## config.mk

```make
export PLATFORM = sky130hd
export DESIGN_NAME = fixed_width_bit_packer
export DESIGN_NICKNAME = d
export VERILOG_FILES = /design/src/hdl/fwbp_pkg.sv /design/src/hdl/fixed_width_bit_packer.sv
export SDC_FILE = /design/constraint.sdc
export NUM_CORES = 1
export LEC_CHECK = 0
export BUFFER_PORTS_ARGS = -buffer_cell sky130_fd_sc_hd__buf_2
export CELL_PAD_IN_SITES_DETAIL_PLACEMENT = 1
export CELL_PAD_IN_SITES_GLOBAL_PLACEMENT = 1
export CORE_MARGIN = 2
export CORE_UTILIZATION = 38
export CTS_CLUSTER_DIAMETER = 120
export DETAILED_ROUTE_END_ITERATION = 16
export GPL_TIMING_DRIVEN = 0
export PLACE_DENSITY_LB_ADDON = 0.1
export SLEW_MARGIN = 20
export SYNTH_ARGS = -nofsm -noshare
export SYNTH_HDL_FRONTEND = slang
export SYNTH_SLANG_ARGS = --single-unit
```

## constraint.sdc

```tcl
create_clock -name clk -period 4.65 [get_ports clk]
set_input_delay 0.465 -clock clk [delete_from_list [all_inputs] [get_ports clk]]
set_output_delay 0.465 -clock clk [all_outputs]
set_load 0.01 [all_outputs]
```

## src/hdl/fwbp_pkg.sv

```systemverilog
`timescale 1ns / 1ps
// Shared constants and helpers for the fixed-width bit packer.
// Depends on nothing; used by hdl/fixed_width_bit_packer.sv.
package fwbp_pkg;

	localparam int CODE_WIDTH_DEF = 32;
	localparam int CODE_WIDTH_MAX = 57;
	localparam int BYTE_W         = 8;
	localparam int BITLEN_W       = $clog2(CODE_WIDTH_MAX + 1);

	// register indexes on the configuration port
	localparam logic REG_MAX_CODE    = 1'b0;
	localparam logic REG_NAN_MARKING = 1'b1;

	// position of the highest set bit plus one; zero for zero
	function automatic logic [BITLEN_W-1:0] bit_length(input logic [63:0] v);
		logic [BITLEN_W-1:0] n;
		n = '0;
		for (int i = 0; i < 64; i++) begin
			if (v[i]) begin
				n = BITLEN_W'(i + 1);
			end
		end
		return n;
	endfunction

endpackage

```

## src/hdl/fixed_width_bit_packer.sv

```systemverilog
`timescale 1ns / 1ps
// Fixed-width LSB-first bit packer: codes in, packed bytes out.
// Depends on hdl/fwbp_pkg.sv.
//
// Usage:
//   Code channel: code and final_req, qualified by code_valid; the block holds
//   code_stall high while it cannot take a word. Each code is clamped against
//   max_code (plus one with nan_marking), cut to the code width (bit length of
//   max_code) and appended LSB first behind the pending bits.
//   Byte channel: packed_byte and end_of_stream, qualified by byte_valid; the
//   receiver holds byte_stall high to hold a word on the port.
//   Path: an accepted code passes the input register, the byte buffer and
//   the output register in that order. Throughput: one byte per cycle while
//   the receiver does not stall, set by the single byte output register; the
//   buffer takes the next code only when empty or handing out its last byte.
//   A final code flushes the partial byte zero-padded and marks the last byte
//   with end_of_stream; the next array starts on a byte boundary.
//   Reset clears the configuration (max_code 0, no NaN marking), the pending
//   bits and all queued bytes. While the receiver stalls, bytes wait in the
//   output register and the byte buffer, then the code register fills and
//   code_stall rises. Write configuration only while the block is idle.
module fixed_width_bit_packer #(
	parameter int CODE_WIDTH = fwbp_pkg::CODE_WIDTH_DEF
) (
	input  logic                  clk,
	input  logic                  arst_n,
	// configuration port
	input  logic                  psel,
	input  logic                  penable,
	input  logic                  pwrite,
	input  logic [((CODE_WIDTH > 32) ? 4 : 3)-1:0] paddr,
	input  logic [((CODE_WIDTH > 32) ? 64 : 32)-1:0] pwdata,
	output logic [((CODE_WIDTH > 32) ? 64 : 32)-1:0] prdata,
	output logic                  pready,
	// code channel
	input  logic                  code_valid,
	output logic                  code_stall,
	input  logic [CODE_WIDTH-1:0] code,
	input  logic                  final_req,
	// byte channel
	output logic                  byte_valid,
	input  logic                  byte_stall,
	output logic [7:0]            packed_byte,
	output logic                  end_of_stream
);

	localparam int PDATA_W = (CODE_WIDTH > 32) ? 64 : 32;
	localparam int ADDR_W  = (CODE_WIDTH > 32) ? 4 : 3;
	localparam int W_W     = $clog2(CODE_WIDTH + 1);
	localparam int ACC_W   = CODE_WIDTH + 7;
	localparam int TOT_W   = $clog2(ACC_W + 1);
	localparam int NB_MAX  = (ACC_W + 7) / 8;
	localparam int NB_W    = $clog2(NB_MAX + 1);
	localparam int BUF_W   = NB_MAX * fwbp_pkg::BYTE_W;
	localparam int PAD_W   = BUF_W + fwbp_pkg::BYTE_W;
	localparam int FULL_W  = TOT_W - 3;

	// configuration registers and values derived at write time
	logic [CODE_WIDTH-1:0] max_code_q;
	logic                  nan_q;
	logic [W_W-1:0]        bitlen_q;
	logic [CODE_WIDTH:0]   limit_q;

	// input register
	logic                  valid_s1;
	logic [CODE_WIDTH-1:0] code_s1;
	logic                  final_s1;

	// pending bits of the unfinished byte
	logic [6:0]            residual_bits_q;
	logic [2:0]            residual_count_q;

	// completed bytes waiting for the output register
	logic [BUF_W-1:0]      buf_q;
	logic [NB_W-1:0]       nbytes_q;
	logic                  fin_q;

	// output register
	logic                  byte_valid_q;
	logic [7:0]            packed_byte_q;
	logic                  eos_q;

	logic                  cfg_wr;
	logic                  reg_idx;
	logic                  out_free;
	logic                  pop;
	logic                  merge;
	logic [W_W-1:0]        width_d;
	logic [CODE_WIDTH-1:0] wmask_d;
	logic [CODE_WIDTH-1:0] value_d;
	logic [PAD_W-1:0]      acc_d;
	logic [TOT_W-1:0]      total_d;
	logic [FULL_W-1:0]     full_d;
	logic [NB_W-1:0]       nbytes_d;
	logic [6:0]            resid_sel_d;

	// ---------------------------------------------------------------------
	// Configuration port: a write lands on the access cycle
	// ---------------------------------------------------------------------
	assign pready  = 1'b1;
	assign cfg_wr  = psel && penable && pwrite;
	assign reg_idx = paddr[ADDR_W-1];

	always_comb begin
		prdata = '0;
		unique case (reg_idx)
			fwbp_pkg::REG_MAX_CODE:    prdata = PDATA_W'(max_code_q);
			fwbp_pkg::REG_NAN_MARKING: prdata = PDATA_W'(nan_q);
			default:                   prdata = '0;
		endcase
	end

	// Keep bit length and range limit ready so the data path sees no search.
	always_ff @(posedge clk or negedge arst_n) begin
		if (!arst_n) begin
			max_code_q <= '0;
			nan_q      <= 1'b0;
			bitlen_q   <= '0;
			limit_q    <= '0;
		end else if (cfg_wr) begin
			if (reg_idx == fwbp_pkg::REG_MAX_CODE) begin
				max_code_q <= pwdata[CODE_WIDTH-1:0];
				bitlen_q   <= W_W'(fwbp_pkg::bit_length(64'(pwdata[CODE_WIDTH-1:0])));
				limit_q    <= {1'b0, pwdata[CODE_WIDTH-1:0]} + (CODE_WIDTH+1)'(nan_q);
			end else begin
				nan_q   <= pwdata[0];
				limit_q <= {1'b0, max_code_q} + (CODE_WIDTH+1)'(pwdata[0]);
			end
		end
	end

	// ---------------------------------------------------------------------
	// Handshakes
	// ---------------------------------------------------------------------
	assign out_free   = !byte_valid_q || !byte_stall;
	assign pop        = (nbytes_q != '0) && out_free;
	// The buffer takes a new code when it is empty or hands out its last byte.
	assign merge      = valid_s1 && ((nbytes_q == '0) || ((nbytes_q == NB_W'(1)) && pop));
	assign code_stall = valid_s1 && !merge;

	always_ff @(posedge clk or negedge arst_n) begin
		if (!arst_n) begin
			valid_s1 <= 1'b0;
		end else if (!code_stall) begin
			valid_s1 <= code_valid;
		end
	end

	always_ff @(posedge clk) begin
		if (code_valid && !code_stall) begin
			code_s1  <= code;
			final_s1 <= final_req;
		end
	end

	// ---------------------------------------------------------------------
	// Packing: clamp, mask, append behind the pending bits, split into bytes
	// ---------------------------------------------------------------------
	always_comb begin
		// zero max_code: one bit with NaN marking, none without
		width_d = (bitlen_q == '0) ? W_W'(nan_q) : bitlen_q;
		for (int i = 0; i < CODE_WIDTH; i++) begin
			wmask_d[i] = (i < int'(width_d));
		end
		if ({1'b0, code_s1} > limit_q) begin
			value_d = nan_q ? wmask_d : '0;
		end else begin
			value_d = code_s1 & wmask_d;
		end
		acc_d       = PAD_W'(residual_bits_q) | (PAD_W'(value_d) << residual_count_q);
		total_d     = TOT_W'(residual_count_q) + TOT_W'(width_d);
		full_d      = total_d[TOT_W-1:3];
		nbytes_d    = NB_W'(full_d) + NB_W'(final_s1 && (total_d[2:0] != 3'd0));
		resid_sel_d = acc_d[{full_d, 3'b000} +: 7];
	end

	always_ff @(posedge clk or negedge arst_n) begin
		if (!arst_n) begin
			residual_bits_q  <= '0;
			residual_count_q <= '0;
			nbytes_q         <= '0;
			fin_q            <= 1'b0;
		end else if (merge) begin
			// drop pending bits after a final code: next array is byte aligned
			residual_bits_q  <= final_s1 ? 7'd0 : resid_sel_d;
			residual_count_q <= final_s1 ? 3'd0 : total_d[2:0];
			nbytes_q         <= nbytes_d;
			fin_q            <= final_s1;
		end else if (pop) begin
			nbytes_q <= nbytes_q - NB_W'(1);
		end
	end

	always_ff @(posedge clk) begin
		if (merge) begin
			buf_q <= acc_d[BUF_W-1:0];
		end else if (pop) begin
			buf_q <= buf_q >> fwbp_pkg::BYTE_W;
		end
	end

	// ---------------------------------------------------------------------
	// Output register: advance one byte whenever it is empty or the receiver takes the word
	// ---------------------------------------------------------------------
	always_ff @(posedge clk or negedge arst_n) begin
		if (!arst_n) begin
			byte_valid_q <= 1'b0;
		end else if (out_free) begin
			byte_valid_q <= (nbytes_q != '0);
		end
	end

	always_ff @(posedge clk) begin
		if (pop) begin
			packed_byte_q <= buf_q[7:0];
			eos_q         <= fin_q && (nbytes_q == NB_W'(1));
		end
	end

	assign byte_valid    = byte_valid_q;
	assign packed_byte   = packed_byte_q;
	assign end_of_stream = eos_q;

endmodule

```

# [Word-level counts from Yosys, hierarchy flattened]
# Index checks and enable logic that the tools add are counted.
[op_classes] n_addsub=5 muxes=43 multipliers=0 n_lt_le_gt_ge=33 div_mod_pow=0 shift=2 eq_ne=1 bitwise=3 n_reduce_logical=22
[op_table] op="6-bit two-way mux" n=32
[op_table] op="5-bit by 6-bit less-than comparator with 1-bit output (first input constant)" n=16
[op_table] op="40-bit two-way mux" n=2
[op_table] op="32-bit by 1-bit adder with 33-bit output" n=2
[op_table] op="32-bit two-way mux" n=2
[op_table] op="32-bit case mux with 2 select lines" n=1
[op_table] op="4-bit by 6-bit less-than comparator with 1-bit output (first input constant)" n=8
[op_table] op="7-bit by 48-bit OR with 48-bit output" n=1
[op_table] op="48-bit by 7-bit indexed part select with 7-bit output" n=1
[op_table] op="32-bit by 3-bit left shift with 48-bit output" n=1
[op_table] op="32-bit by 33-bit > comparator with 1-bit output" n=1
[op_table] op="33-bit two-way mux" n=1
[op_table] op="32-bit AND" n=1
[op_table] op="3-bit by 6-bit less-than comparator with 1-bit output (first input constant)" n=4
[op_table] op="1-bit by 6-bit less-than comparator with 1-bit output (first input constant)" n=2
[op_table] op="2-bit by 6-bit less-than comparator with 1-bit output (first input constant)" n=2
[op_table] op="1-bit logical AND" n=9
[op_table] op="3-bit two-way mux" n=3
[op_table] op="7-bit two-way mux" n=1
[op_table] op="3-bit by 6-bit adder with 6-bit output" n=1
[op_table] op="6-bit zero test" n=1
[op_table] op="3-bit nonzero test" n=2
[op_table] op="1-bit zero test" n=4
[op_table] op="2-bit AND reduction" n=2
[op_table] op="other kinds (8)" n=9
[totals] input_bits=75 n_memories=0 output_inout_bits=44 latchBits=0 reg_bits=170 mem_bits_ro=0 word_cells=124 mem_bits_rw=0

# [Longest topological paths before layout]
[logic_depth] ltp_word=32 depth_mapped=17 depth_no_buf=13

# [Worst setup path before layout]
# Ideal clock, no wire load.
[synth_path] kind="reg-to-reg" startpoint="register bitlen_q[2]" endpoint="register residual_bits_q[0]" path_buffers=5 setup_ps=144 arrival_ps=3538 stages_incl_launch_ff=16 path_slack_ps=968 required_time_ps=4506 path_cell_list="dfrtp_1 clkbuf_1 clkbuf_1 clkbuf_1 nor3_1 a21o_1 ha_1 fa_1 a21o_1 nand2_1 xnor2_1 clkbuf_1 clkbuf_1 nor2_1 a221oi_1 o221ai_1"
[synth_between] elab_chain_cells=9 elab_cells_between_ends=42 cone_classes="add/sub: 1; order compare: 32; shift: 2; mux: 4; bitwise: 2; reduce/logical: 1"
[synth_rtl] element="from (decl)" line_no="fixed_width_bit_packer.sv:61" source="logic [W_W-1:0] bitlen_q;"
[synth_rtl] element="from (signal assigned)" line_no="fixed_width_bit_packer.sv:123" source="bitlen_q <= W_W'(fwbp_pkg::bit_length(64'(pwdata[CODE_WIDTH-1:0])));"
[synth_rtl] element="6-bit zero test" line_no="fixed_width_bit_packer.sv:161" source="width_d = (bitlen_q == '0) ? W_W'(nan_q) : bitlen_q;"
[synth_rtl] element="6-bit two-way mux (*)" line_no="fixed_width_bit_packer.sv:161"
[synth_rtl] element="1-bit by 6-bit less-than comparator with 1-bit output, or another cell as far along" line_no="fixed_width_bit_packer.sv:163" source="wmask_d[i] = (i < int'(width_d));"
[synth_rtl] element="32-bit AND / 32-bit two-way mux (equally long branches)" line_no="fixed_width_bit_packer.sv:168, fixed_width_bit_packer.sv:166"
[synth_rtl] element="32-bit two-way mux" line_no="fixed_width_bit_packer.sv:165" source="if ({1'b0, code_s1} > limit_q) begin"
[synth_rtl] element="32-bit by 3-bit left shift with 48-bit output" line_no="fixed_width_bit_packer.sv:170" source="acc_d = PAD_W'(residual_bits_q) | (PAD_W'(value_d) << residual_count_q);"
[synth_rtl] element="7-bit by 48-bit OR with 48-bit output" line_no="fixed_width_bit_packer.sv:170"
[synth_rtl] element="48-bit by 7-bit indexed part select with 7-bit output (*)" line_no="fixed_width_bit_packer.sv:174" source="resid_sel_d = acc_d[{full_d, 3'b000} +: 7];"
[synth_rtl] element="7-bit two-way mux (*)" line_no="fixed_width_bit_packer.sv:185" source="residual_bits_q <= final_s1 ? 7'd0 : resid_sel_d;"
[synth_rtl] element="to (signal assigned)" line_no="fixed_width_bit_packer.sv:185"
[synth_rtl] element="to (decl)" line_no="fixed_width_bit_packer.sv:70" source="logic [6:0] residual_bits_q;"
# Mark *: on every way between the ends. The rest lies on a longest branch, timed or not.
# A chain may end at the register's enable or synchronous reset.

# [Worst setup path in the final report]
# Same ends and word-level chain as after synthesis.

==> qor.csv <==
stage;metric;value;unit
yosys;instance count of the mapped netlist;1546;
worst_setup_path;CP max FO;10;
power_and_ir_drop;peak supply drop;0.337;mV
clocking;CTS Root Cell;clkbuf_16;
timing;Relative slew margins;0.375;
floorplan;chip height;186;um
yosys;syn_area_per_cell;8.14;um2
detailed_routing;DRC;0;
clocking;TritonCTS clock tree;built;
worst_setup_path;Critical Path RT;5.02;ns
yosys;Synth Flop Type;dfrtp_1;
worst_setup_path;Worst setup EP type;register;
timing;skew final;0.0121;ns
timing;crit path time final;4.39;ns
detailed_routing;vias post-DR;12600;
outcome;status;complete, no violations;
timing;Final Hold Vio Count;0;
timing;Final Max Tran Viols;0;
timing;RSZ-0062 raised after global routing;false;
floorplan;initial core utilization;0.386;
detailed_routing;WL per Instance;24.1;um
detailed_routing;final WL;51.3;mm
yosys;ranking of synthesized cells by area;edfxtp_1 (19%), dfrtp_1 (17%), nand2_1 (7.7%), o21ai_0 (6.6%), ha_1 (4.4%);
detailed_routing;drt pass-1 iters;5;
place;post-DP HPWL;40.7;mm
timing;Worst-Margin Slew;0.937;ns
worst_setup_path;startpoint class of the critical path;register;
detailed_routing;DRT iter0 DRCs;915;
grt;vias in the first global route;12600;
clocking;CTS buffer count;17;
final_layout;area of the multi-input gates;7270;um2
place;Placer Congestion;0.958;
clocking;Max H-tree Level;4;
detailed_routing;Final ANT Viol Nets;0;
floorplan;cell row count;66;
grt;first-pass GRT wire length;77.6;mm
place;port bufs;97;
clocking;clk slew on worst S/H paths;0.07;ns
worst_setup_path;R2R cell count;15;
yosys;post-synthesis sequential area ratio;0.366;
final_layout;FF+latch area;4610;um2
power_and_ir_drop;Power Dens Cells;589;nW/um2
grt;Tot GR Track Use;0.305;
worst_setup_path;WS Path Type;reg -> reg;
final_layout;share of layout cells above drive strength 1;0.125;
run;maxcap violations;0;
timing;tightest hold margin;0.172;ns
yosys;cell taking the most area after synthesis;edfxtp_1;
floorplan;Die ar.;34600;um2
timing;Final Setup Violations;0;
worst_hold_path;hold-critical path depth;1;
yosys;Synth top area share;0.193;
clocking;Max clock buf depth;2;
final_layout;Fill cells;3977;
worst_setup_path;Reg2Reg Setup Slack;0.26;ns
worst_hold_path;worst hold-check path type;in -> reg;
yosys;Ys Warns;0;
floorplan;core area;32600;um2
final_layout;area grow syn2layout;14.5;%
clocking;Clock Latency Late Sink;0.46;ns
worst_setup_path;WP data arrival;4.76;ns
floorplan;die width;186;um
grt;largest net degree at the start of global routing;59;
yosys;number of synthesized flops with an enable pin;81;
final_layout;final core utilization;0.442;
final_layout;Final nets;1792;
detailed_routing;vias per cell;5.92;
power_and_ir_drop;leakage power;0.00590;uW
yosys;ys async rst share;0.518;
timing;Final period util;0.945;
yosys;post-synthesis cell area;12600;um2
timing;f_max;228;MHz
grt;initial antenna violation count;1;
grt;Congestion Overflow GR;0;
floorplan;IO Pins;119;
clocking;Sink Count;168;
yosys;syn nets;1666;
yosys;Yosys reg bits;168;
yosys;Yosys cell types;84;
## cells in the final DEF (no fill, tap or decap), types with 25 or more instances in the layout
| cell | synthesis | final |
|---|---|---|
| a21oi_1 | 73 | 72 |
| buf_2 | 4 | 100 |
| clkbuf_1 | 99 | 94 |
| dfrtp_1 | 87 | 87 |
| edfxtp_1 | 81 | 81 |
| ha_1 | 44 | 44 |
| inv_1 | 71 | 71 |
| mux2i_1 | 25 | 25 |
| nand2_1 | 258 | 258 |
| nand3_1 | 49 | 49 |
| nor2_1 | 138 | 138 |
| nor2b_1 | 34 | 34 |
| o21ai_0 | 165 | 165 |
| xnor2_1 | 40 | 39 |
## layout make-up
type / count / share of cell area
antenna: 1 / 0.000174
buffer: 118 / 0.0331
clock buffer: 18 / 0.0298
clock inverter: 14 / 0.0131
inverter: 74 / 0.0193
multi-input combinational: 1186 / 0.504
sequential: 168 / 0.320
tap: 442 / 0.0383
timing repair buffer: 107 / 0.0426
## sequential cells by signal, indices dropped and copies added, names as in the netlist
name	flops
buf_q	39
max_code_q	32
code_s1	32
limit_q	33
residual_bits_q	7
nan_q	1
final_s1	1
fin_q	1
residual_count_q	3
nbytes_q	3
valid_s1	1
end_of_stream	1
bitlen_q	5
packed_byte	8
byte_valid	1
## metal layers
layer  part of all wire  up-vias  GRT usage  wire length (um)
met5                  0        -          0                 0
met4              0.036        0      0.129              1830
met3              0.062      103     0.0618              3210
met2               0.44      470      0.468             22700
met1               0.46     6270      0.418             23600
li1                   -     5754          -                 -
## cell families after synthesis
logic type / after synthesis / synth area share
buf+inv: 192 / 0.0593
xor+xnor: 63 / 0.0438
compound gates: 411 / 0.205
flops: 168 / 0.366
other cells: 1 / 0.000298
mux: 55 / 0.0586
fa+ha+maj: 45 / 0.0453
simple gates: 611 / 0.221
## metrics by stage
| step | cell area [um2] | setup TNS, ns | worst slack (ns) | power, uW | std cells |
|---|---|---|---|---|---|
| 2_1_floorplan | 12600 | 0 | 0.968 | 5160 | 1546 |
| 3_3_place_gp | 13600 | -1.92 | -0.327 | 6660 | 2085 |
| 3_5_place_dp | 13700 | -1.81 | -0.338 | 6780 | 2088 |
| 4_1_cts | 14300 | 0 | 0.0349 | 8380 | 2121 |
| 5_1_grt | 14400 | 0 | 0.0179 | 9020 | 2128 |
| 6_report | 14400 | 0 | 0.257 | 8490 | 2128 |
## power by group
group | total (uW) | leakage [uW] | internal, uW | switching, uW
Combinational | 4390 | 0.00372 | 1470 | 2920
Sequential | 2550 | 0.00188 | 2190 | 363
Clock | 1550 | 0.000301 | 863 | 689
Total | 8490 | 0.00590 | 4510 | 3980
## critical path: stages, from the launching register on
cell      delay, ns
dfrtp_1        0.43
clkbuf_1       0.35
clkbuf_2       0.32
clkbuf_2       0.34
nor3_2         0.14
a21o_1         0.22
ha_1           0.21
a21o_1         0.19
a21oi_1        0.38
nor2_1         0.14
xnor2_2        0.24
nor3_2         0.38
nand2_1        0.26
nor2_1         0.31
a221oi_1       0.15
o221ai_1       0.23
## repair_timing
item / 4_1_cts / 5_1_grt
endpoints found under the hold margin: 29 / 0
gates cloned: 0 / 0
endpoints found under the setup margin: 9 / 10
buffers inserted: 0 / 6
gates resized for setup: 4 / 9
hold buffers: 1 / 0
pin swaps: 0 / 1
## Yosys cell counts, drive strengths merged, types with 23 or more instances
| master | number |
|---|---|
| o21ai | 167 |
| nand3 | 49 |
| mux2i | 25 |
| a31oi | 24 |
| nor3 | 25 |
| nand2 | 259 |
| a21oi | 74 |
| xor2 | 23 |
| ha | 44 |
| edfxtp | 81 |
| dfrtp | 87 |
| clkbuf | 100 |
| nor2b | 34 |
| nand4 | 23 |
| inv | 72 |
| xnor2 | 40 |
| nor2 | 139 |
## final timing paths
check,startpoint,to
worst max-delay path,bitlen_q[2],residual_bits_q[0]
worst min-delay path,code[20],code_s1[20]
worst max register to register,bitlen_q[2],residual_bits_q[0]
worst min register to register,buf_q[5],packed_byte[5]
max in group asynchronous,arst_n,residual_bits_q[2]
min in group asynchronous,arst_n,max_code_q[26]
Power figures use the tool's default switching activity.
